`src/rtl/sct_pkg.sv`:
```
`timescale 1ns / 1ps
`default_nettype none
// ----------------------------------------------------------------------------
// sct_pkg: shared constants, types and table builder for the sine/cosine
// table interpolator.
// The sine table is split into an even bank and an odd bank. A neighboring
// pair of entries then always falls into different banks.
// ----------------------------------------------------------------------------
package sct_pkg;

  // Table geometry and sample format.
  localparam int LUT_DEPTH    = 256;
  localparam int SAMPLE_WIDTH = 16;
  localparam int IDX_W        = $clog2(LUT_DEPTH);
  localparam int HALF_SIZE    = LUT_DEPTH / 2;
  localparam int BANK_W       = IDX_W - 1;
  localparam int FRAC_W       = 16;
  localparam int ANGLE_W      = 32;
  localparam int TURN_W       = 32;

  // round(2^32 / (2*pi)) turns a Q16.16 angle into a 32-bit turn fraction.
  localparam logic [31:0] RECIP_2PI_Q32 = 32'd683565276;

  // Peak sample value, 2^(SAMPLE_WIDTH-1) - 1.
  localparam int AMPLITUDE = (1 << (SAMPLE_WIDTH - 1)) - 1;

  localparam real PI_HALF = 1.57079632679489661923;

  // Angle of one quarter-turn step in the first quadrant.
  localparam real ANGLE_STEP = PI_HALF / LUT_DEPTH;

  typedef logic signed [SAMPLE_WIDTH-1:0] sample_t;
  typedef logic        [BANK_W-1:0]       bank_addr_t;
  typedef sample_t bank_t [HALF_SIZE];

  // One table sample: round(AMPLITUDE * sin(2*pi*i/LUT_DEPTH)), half away
  // from zero. The angle is folded into the first quadrant first, so the
  // table is exactly symmetric.
  function automatic sample_t sine_sample(input int unsigned i);
    int unsigned four;
    int unsigned quad;
    int unsigned r;
    real         x;
    real         v;
    int          mag;
    sample_t     mag_s;
    four = 4 * i;
    quad = four >> IDX_W;
    r    = four - quad * LUT_DEPTH;
    if (quad[0]) begin
      r = LUT_DEPTH - r;
    end
    x   = ANGLE_STEP * real'(r);
    v   = real'(AMPLITUDE) * $sin(x) + 0.5;
    mag = $rtoi(v);
    if (mag > AMPLITUDE) begin
      mag = AMPLITUDE;
    end
    mag_s = sample_t'(mag);
    return (quad >= 2) ? -mag_s : mag_s;
  endfunction

  // Build one bank: odd_sel = 0 gives the even entries, 1 the odd ones.
  function automatic bank_t build_bank(input int unsigned odd_sel);
    bank_t bank;
    for (int j = 0; j < HALF_SIZE; j++) begin
      bank[j] = sine_sample(2 * j + odd_sel);
    end
    return bank;
  endfunction

endpackage
`default_nettype wire

```
`src/rtl/sincos_table_interpolator.sv`:
```
`timescale 1ns / 1ps
`default_nettype none
// ----------------------------------------------------------------------------
// sincos_table_interpolator: sine and cosine by table lookup with linear
// interpolation.
//
//   Channel   Ports                            Direction  Handshake
//   request   start, busy, in_angle            in         start high, busy low
//   result    out_valid, out_sine, out_cosine  out        one-cycle strobe
//
// One request may be accepted in every cycle while busy is low; results
// appear in request order.
// The pipeline is angle register, turn multiplier, banked ROM read,
// interpolation multiplier, output add.
// The two sine banks are dual-port ROMs with a registered read, so the
// sine pair and the cosine pair are fetched in the same cycle.
// Reset holds busy high; the register clears in the cycle after rst_n rises.
// The receiver cannot stall, so the pipeline never holds.
// ----------------------------------------------------------------------------
module sincos_table_interpolator (
  input  wire logic                                  clk,
  input  wire logic                                  rst_n,
  input  wire logic                                  start,
  output logic                                       busy,
  input  wire logic signed [sct_pkg::ANGLE_W-1:0]    in_angle,
  output logic                                       out_valid,
  output logic signed [sct_pkg::SAMPLE_WIDTH-1:0]    out_sine,
  output logic signed [sct_pkg::SAMPLE_WIDTH-1:0]    out_cosine
);

  localparam int SW = sct_pkg::SAMPLE_WIDTH;
  localparam int PW = SW + 1 + sct_pkg::FRAC_W + 1;

  // Bank contents, fixed at build time.
  localparam sct_pkg::bank_t EVEN_ROM = sct_pkg::build_bank(0);
  localparam sct_pkg::bank_t ODD_ROM  = sct_pkg::build_bank(1);

  // Cosine sits a quarter table ahead, which is LUT_DEPTH/8 entries in a bank.
  localparam sct_pkg::bank_addr_t QTR_BANK =
    sct_pkg::bank_addr_t'(sct_pkg::LUT_DEPTH / 8);

  logic        busy_r;
  logic        acc;
  logic [4:1]  vld_r;

  logic signed [sct_pkg::ANGLE_W-1:0] angle_r;
  logic signed [63:0]                 prod;
  logic [sct_pkg::TURN_W-1:0]         turn_r;

  logic [sct_pkg::IDX_W-1:0]  idx;
  logic                       odd_idx;
  sct_pkg::bank_addr_t        m_s;
  sct_pkg::bank_addr_t        m_c;
  logic [sct_pkg::FRAC_W-1:0] frac;

  sct_pkg::sample_t           ev_s_r, od_s_r, ev_c_r, od_c_r;
  logic                       odd_r;
  logic [sct_pkg::FRAC_W-1:0] frac_r;

  sct_pkg::sample_t        y0_s, y1_s, y0_c, y1_c;
  logic signed [SW:0]      d_s, d_c;
  logic signed [PW-1:0]    p_s, p_c;
  logic signed [PW-1:0]    p_s_r, p_c_r;
  sct_pkg::sample_t        y0_s_r, y0_c_r;

  logic signed [PW-1:0]    q_s, q_c;

  // Busy only covers reset; the pipeline itself never stalls.
  always_ff @(posedge clk) begin
    if (!rst_n) begin
      busy_r <= 1'b1;
    end else begin
      busy_r <= 1'b0;
    end
  end

  assign busy = busy_r;
  assign acc  = start && !busy_r;

  // Valid bits that travel with each request down the pipeline.
  always_ff @(posedge clk) begin
    if (!rst_n) begin
      vld_r     <= '0;
      out_valid <= 1'b0;
    end else begin
      vld_r     <= {vld_r[3:1], acc};
      out_valid <= vld_r[4];
    end
  end

  // Stage 1: capture the angle.
  always_ff @(posedge clk) begin
    if (acc) begin
      angle_r <= in_angle;
    end
  end

  // Stage 2: scale to a turn fraction; the wrap of the product reduces
  // any angle, negative ones included, to one turn.
  assign prod = angle_r * $signed({1'b0, sct_pkg::RECIP_2PI_Q32});

  always_ff @(posedge clk) begin
    turn_r <= prod[47:16];
  end

  // Stage 3: split the turn into index and fraction and read both banks.
  // Entries idx and idx+1 always sit in opposite banks.
  assign idx     = turn_r[sct_pkg::TURN_W-1 -: sct_pkg::IDX_W];
  assign frac    = turn_r[sct_pkg::TURN_W-1-sct_pkg::IDX_W -: sct_pkg::FRAC_W];
  assign odd_idx = idx[0];
  assign m_s     = idx[sct_pkg::IDX_W-1:1];
  assign m_c     = m_s + QTR_BANK;

  always_ff @(posedge clk) begin
    ev_s_r <= EVEN_ROM[m_s + sct_pkg::bank_addr_t'(odd_idx)];
    od_s_r <= ODD_ROM[m_s];
    ev_c_r <= EVEN_ROM[m_c + sct_pkg::bank_addr_t'(odd_idx)];
    od_c_r <= ODD_ROM[m_c];
    odd_r  <= odd_idx;
    frac_r <= frac;
  end

  // Stage 4: order the pair, take the slope and scale by the fraction.
  assign y0_s = odd_r ? od_s_r : ev_s_r;
  assign y1_s = odd_r ? ev_s_r : od_s_r;
  assign y0_c = odd_r ? od_c_r : ev_c_r;
  assign y1_c = odd_r ? ev_c_r : od_c_r;

  assign d_s = {y1_s[SW-1], y1_s} - {y0_s[SW-1], y0_s};
  assign d_c = {y1_c[SW-1], y1_c} - {y0_c[SW-1], y0_c};
  assign p_s = d_s * $signed({1'b0, frac_r});
  assign p_c = d_c * $signed({1'b0, frac_r});

  always_ff @(posedge clk) begin
    p_s_r  <= p_s;
    p_c_r  <= p_c;
    y0_s_r <= y0_s;
    y0_c_r <= y0_c;
  end

  // Stage 5: floor the scaled slope and add the base sample.
  assign q_s = p_s_r >>> sct_pkg::FRAC_W;
  assign q_c = p_c_r >>> sct_pkg::FRAC_W;

  always_ff @(posedge clk) begin
    out_sine   <= y0_s_r + q_s[SW-1:0];
    out_cosine <= y0_c_r + q_c[SW-1:0];
  end

  // Every accepted request yields a result strobe.
  a_result_follows: assert property (@(posedge clk) disable iff (!rst_n)
    acc |-> ##5 out_valid)
    else $error("request did not produce a result");

  // No result appears without an earlier accepted request.
  a_no_spurious: assert property (@(posedge clk) disable iff (!rst_n)
    out_valid |-> $past(acc, 5))
    else $error("result without a request");

  // Interpolated values stay within the table amplitude.
  a_in_range: assert property (@(posedge clk) disable iff (!rst_n)
    out_valid |-> (out_sine != {1'b1, {(SW-1){1'b0}}})
               && (out_cosine != {1'b1, {(SW-1){1'b0}}}))
    else $error("sample outside the amplitude range");

endmodule
`default_nettype wire

```
`config.mk`:
```
export PLATFORM = sky130hd
export DESIGN_NAME = sincos_table_interpolator
export DESIGN_NICKNAME = d
export VERILOG_FILES = /design/src/rtl/sct_pkg.sv /design/src/rtl/sincos_table_interpolator.sv
export SDC_FILE = /design/constraint.sdc
export NUM_CORES = 2
export LEC_CHECK = 0
export BUFFER_PORTS_ARGS = -buffer_cell sky130_fd_sc_hd__buf_2
export CORE_UTILIZATION = 60
export CTS_CLUSTER_DIAMETER = 80
export DETAILED_ROUTE_END_ITERATION = 10
export PLACE_DENSITY = 0.78
export SLEW_MARGIN = 10
export SYNTH_ARGS = -nofsm -noshare
export SYNTH_HDL_FRONTEND = slang
export SYNTH_SLANG_ARGS = --single-unit
```
`constraint.sdc`:
```
create_clock -name clk -period 10.3 [get_ports clk]
set_input_delay 1.545 -clock clk [delete_from_list [all_inputs] [get_ports clk]]
set_output_delay 1.545 -clock clk [all_outputs]
set_load 0.02 [all_outputs]
```
Word-level counts from Yosys, hierarchy flattened
Memories as Yosys holds them, arrays and structs flattened. A register that Yosys moved wholly into a read port is not among the register bits. Index checks and enable logic that the tools add are counted.

Memory bits (read-only): 8192. Bits in writable memories: 0. Bits of input ports: 35. Bits in latches: 0. Word-level logic and storage cells: 38. Memories kept: 4. Flip-flop bits (word level): 215.

Add/sub/neg operators: 7. $mul: 3. Shifts and indexed selects: 0. Equality and inequality tests: 0. Reductions and logical operators: 2. Muxes and demuxes: 5. Div/mod/pow operators: 0. $lt $le $gt $ge: 0. Bitwise operators: 4.

Memories: (name not given) (words 128, width 16, rd ports 1, clocked after Yosys merged registers in 1, wr ports 0, RTL line sincos_table_interpolator.sv:118) `od_c_r <= ODD_ROM[m_c];`; (name not given) (words 128, width 16, rd ports 1, clocked after Yosys merged registers in 1, wr ports 0, RTL line sincos_table_interpolator.sv:117) `ev_c_r <= EVEN_ROM[m_c + sct_pkg::bank_addr_t'(odd_idx)];`; (name not given) (words 128, width 16, rd ports 1, clocked after Yosys merged registers in 1, wr ports 0, RTL line sincos_table_interpolator.sv:116) `od_s_r <= ODD_ROM[m_s];`; (name not given) (words 128, width 16, rd ports 1, clocked after Yosys merged registers in 1, wr ports 0, RTL line sincos_table_interpolator.sv:115) `ev_s_r <= EVEN_ROM[m_s + sct_pkg::bank_addr_t'(odd_idx)];`.

Operators with widths (number): multiplier 17 x 17 -> 32 bit (2); 2-to-1 mux 16 bit (4); multiplier 32 x 29 -> 46 bit, second input constant (1); subtractor 16 x 16 -> 17 bit (2); adder 16 bit (2); inverter 7 -> 8 bit (4); adder 7 x 1 -> 7 bit (2); adder 7 x 6 -> 7 bit, second input constant (1); logical AND 1 bit (1); logical NOT 1 bit (1); 2-to-1 mux 1 bit (1).

Logic depth before layout (Yosys ltp)
Depth after elaboration: 3. Gate-level depth with buffers: 39. Mapped depth without buffers: 35.

Worst setup path after synthesis
OpenSTA, ideal clock, no wires.

Path type: register -> register. Start point: register odd_r. End point: register p_c_r[30]. Buffers on the path: 4. Cell stages (with the launch flop): 34. Arrival time: 8682 ps. Library setup time: 118 ps. Path slack: 1500 ps. Clock period less this slack: 8800 ps. Cell sequence: dfxtp_1 clkbuf_1 clkbuf_1 buf_1 mux2i_1 ha_1 fa_1 nand2b_1 a21boi_0 o21ai_0 a211oi_1 o41ai_2 a211oi_1 a41o_1 nor2b_1 buf_2 nand2_1 fa_1 inv_1 fa_1 fa_1 fa_1 fa_1 inv_1 fa_1 inv_1 ha_1 nand4_1 or3_1 nand3_1 nor2_1 o2111ai_1 a21oi_1 xnor2_1.

Word-level cells in the longest chain between the ends: 3.

RTL lines: start: declaration (RTL line sincos_table_interpolator.sv:57) `logic odd_r;`; start signal: assignment (RTL line sincos_table_interpolator.sv:119) `odd_r <= odd_idx;`; 2-to-1 mux 16 bit, on equally long branches (RTL line sincos_table_interpolator.sv:127, sincos_table_interpolator.sv:126); subtractor 16 x 16 -> 17 bit (*) (RTL line sincos_table_interpolator.sv:130) `assign d_c = {y1_c[SW-1], y1_c} - {y0_c[SW-1], y0_c};`; multiplier 17 x 17 -> 32 bit (*) (RTL line sincos_table_interpolator.sv:132) `assign p_c = d_c * $signed({1'b0, frac_r});`; net p_c[30] (RTL line sincos_table_interpolator.sv:62) `logic signed [PW-1:0] p_s, p_c;`; end signal: assignment (RTL line sincos_table_interpolator.sv:136) `p_c_r <= p_c;`; end: declaration (RTL line sincos_table_interpolator.sv:63) `logic signed [PW-1:0] p_s_r, p_c_r;`.

The timed path passes the listed nets; every way through them passes the cells marked *. A chain may end at the register's enable or synchronous reset.

Worst setup path after layout
Start point: register odd_r. End point: register p_s_r[22].

Word-level cells in the longest chain between the ends: 3.

RTL lines: 2-to-1 mux 16 bit (RTL line sincos_table_interpolator.sv:124) `assign y0_s = odd_r ? od_s_r : ev_s_r;`; net y0_s[0] (RTL line sincos_table_interpolator.sv:60) `sct_pkg::sample_t y0_s, y1_s, y0_c, y1_c;`; subtractor 16 x 16 -> 17 bit (RTL line sincos_table_interpolator.sv:129) `assign d_s = {y1_s[SW-1], y1_s} - {y0_s[SW-1], y0_s};`; multiplier 17 x 17 -> 32 bit (RTL line sincos_table_interpolator.sv:131) `assign p_s = d_s * $signed({1'b0, frac_r});`; net p_s[22] (RTL line sincos_table_interpolator.sv:62); end signal: assignment (RTL line sincos_table_interpolator.sv:135) `p_s_r <= p_s;`; end: declaration (RTL line sincos_table_interpolator.sv:63).

The timed path passes the listed nets, and every way through them passes these cells.

==> impl_metrics.env <==
export IMPL_status="finished clean"
export IMPL_cap_violations=0
export IMPL_multi_input_area_mm2=0.03780
export IMPL_synth_seq_area_share_pct=10.44
export IMPL_die_h_um=287.4
export IMPL_ctsHoldBuffers=0
export IMPL_layout_setup_ws_ns=0.7813
export IMPL_root_buffer="clkbuf_16"
export IMPL_dr_max_layer_used="met5"
export IMPL_rows=104
export IMPL_portBuffers=68
export IMPL_met3_length_mm=11.08
export IMPL_place_hpwl_mm=98.24
export IMPL_relSlewSlack_pct=18.34
export IMPL_ios=69
export IMPL_synth_top_cell_by_area="fa_1"
export IMPL_cp_slowest_cell="dfxtp_4"
export IMPL_dp_slack_ns=0.5633
export IMPL_grt_max_degree=95
export IMPL_slew_viol_final=0
export IMPL_viasPerCell=5.739
export IMPL_area_growth_pct=5.025
export IMPL_synth_edf_count=32
export IMPL_gr_total_overflow=0
export IMPL_drtIter0Drc=3366
export IMPL_synth_seq_cells=239
export IMPL_ys_async_sr_fraction_pct=0
export IMPL_cts_sinks=239
export IMPL_synth_distinct_cells=82
export IMPL_grt_total_usage_pct=31.43
export IMPL_clk_path_buf_depth=3
export IMPL_synth_top_area_share_pct=36.04
export IMPL_fill_cells=6450
export IMPL_antenna_found_initial=2
export IMPL_fp_dieW_um=287.4
export IMPL_grt_first_pass_wirelength_mm=203.4
export IMPL_cpMostUsedCell="fa_1"
export IMPL_worstSetupEndpointType="flop"
export IMPL_fin_area_mm2=0.05133
export IMPL_wl_per_cell_um=19.65
export IMPL_met2_length_mm=60.15
export IMPL_min_period_ns=9.519
export IMPL_design_core_area_mm2=0.08055
export IMPL_drt_met1_wl_mm=51.36
export IMPL_syn_nets=6913
export IMPL_synth_commonest_cells="1358 x inv_1, 880 x fa_1, 521 x ha_1"
export IMPL_tns_ns=0
export IMPL_fmax_mhz=105.1
export IMPL_worst_slew_pin_slew_ns=1.219
export IMPL_start_util_pct=60.68
export IMPL_dpl_cell_area_mm2=0.05016
export IMPL_arrival_ns=10.09
export IMPL_top_regs="angle_r x32, turn_r x24"
export IMPL_ys_flop_type="dfxtp_1"
export IMPL_cts_clk_slew_worst_paths_ns=0.06
export IMPL_tritoncts="yes"
export IMPL_syn_cell_area_mm2=0.04888
export IMPL_rsz0062_at_grt="no"
export IMPL_dr_pass1_iters=6
export IMPL_path_class="reg2reg"
export IMPL_finalSetupViolations=0
export IMPL_hold_viol=0
export IMPL_gp_congestion=0.9610
export IMPL_clock_skew_ns=0.05146
export IMPL_max_stage_delay_ns=0.59
export IMPL_avgSynthCellArea_um2=8.924
export IMPL_htreeDepth=1
export IMPL_grt_pass1_vias=38440
export IMPL_vias=37150
export IMPL_synth_top_cells_by_area="fa_1 36%, ha_1 13%, inv_1 10%"
export IMPL_postSynthCellCount=5477
export IMPL_top_register="angle_r"
export IMPL_yosysMostFrequentCell="inv_1"
export IMPL_start_kind="flop"
export IMPL_final_seq_area_mm2=0.005122
export IMPL_crit_fanout=27
export IMPL_nNetsFinal=6823
export IMPL_post_route_drc_count=0
export IMPL_fin_crit_sh_pct=92.41
export IMPL_clock_latency_ns=0.64
export IMPL_crit_required_ns=10.87
export IMPL_cts_buffers=31
export IMPL_dieArea_mm2=0.08260
export IMPL_fin_util_pct=63.73
export IMPL_postRouteAntennaNets=0
export IMPL_yosys_warnings=0
export IMPL_hp_class="reg2reg"
export IMPL_drive_above_1_share_pct=5.525
export IMPL_largest_register_ffs=32
export IMPL_wl_mm=127.2
-- per-stage QoR --
step | hold WS [ns] | std cells
after floorplan | 0.3096 | 5477
after global placement | 0.3107 | 6413
after detailed placement | 0.3128 | 6413
after CTS | 0.3267 | 6471
after global routing | 0.3311 | 6472
final | 0.3229 | 6473
-- worst paths after layout --
path | startpoint | end | slack (ns) | cells after the start
hold / removal | turn_r[18] | frac_r[10] | 0.32 | 0
setup reg to reg | odd_r | p_s_r[22] | 0.78 | 32
hold reg to reg | turn_r[18] | frac_r[10] | 0.32 | 0
setup / recovery | odd_r | p_s_r[22] | 0.78 | 32
-- layer usage --
metal / global-route usage (%) / vias up
li1: - / 16810
met1: 42.27 / 18390
met2: 51.60 / 1651
met3: 5.262 / 294
met4: 10.44 / 2
met5: 0 / -
-- cells by family (layout without fill, tap and decap cells) --
logic type | Yosys count | count (layout) | share of synthesized area, %
buffers and inverters | 1613 | 1548 | 12.46
adder cells (fa/ha/maj) | 1401 | 1401 | 49.38
AND/OR/NAND/NOR | 1170 | 1170 | 11.50
AO/OA/AOI/OAI | 773 | 773 | 9.986
flip-flops | 239 | 239 | 10.44
XOR/XNOR | 164 | 164 | 2.939
multiplexers | 117 | 117 | 3.284
other | 0 | 1 | 0
-- critical path, delay by kind of cell (launching register included) --
family / cells / cell delay [ns]
compound gates: 11 / 2.78
fa+ha+maj: 9 / 3.97
mux: 1 / 0.40
simple gates: 5 / 0.91
flops: 1 / 0.59
buf+inv: 6 / 0.82
-- area by class of cell --
type	instances	share of cell area, %
clock buffers	33	1.587
repair buffers	132	1.638
inverters	1358	9.930
well taps	1060	2.584
flip-flops and latches	239	9.979
multi-input cells	3625	73.65
clock inverters	25	0.6313
diodes	1	0.004875
-- placed cells by master, fill, tap and decap left out, types with 11 or more instances in the layout --
| cell type | instances |
|---|---|
| xnor2_1 | 125 |
| nand2_1 | 414 |
| or3_1 | 20 |
| buf_4 | 63 |
| nor2_1 | 201 |
| xor2_1 | 29 |
| mux2i_1 | 49 |
| fa_1 | 880 |
| o22ai_1 | 14 |
| a31oi_1 | 37 |
| nor2b_1 | 70 |
| inv_1 | 1358 |
| nand2b_1 | 63 |
| clkbuf_16 | 32 |
| buf_2 | 68 |
| ha_1 | 521 |
| mux4_2 | 31 |
| nand3_1 | 79 |
| o211ai_1 | 18 |
| a21oi_1 | 212 |
| dfxtp_1 | 197 |
| a211oi_1 | 28 |
| mux2_2 | 37 |
| o2111ai_1 | 21 |
| o31ai_1 | 14 |
| nor3_1 | 62 |
| edfxtp_1 | 32 |
| o21ai_0 | 225 |
| and3_1 | 15 |
| nand4_1 | 11 |
| a21boi_0 | 15 |
| and2_1 | 209 |
| a21o_1 | 24 |
| o21a_1 | 28 |
| o311ai_0 | 17 |
| a221oi_1 | 11 |
-- timing repair --
action                                  CTS  global route
resized for setup                         0             1
endpoints found under the setup margin    0             4
setup buffers                             0             1
Power is not shown: default switching activity piles up to over one toggle a cycle in this logic, so the estimate is an artifact.
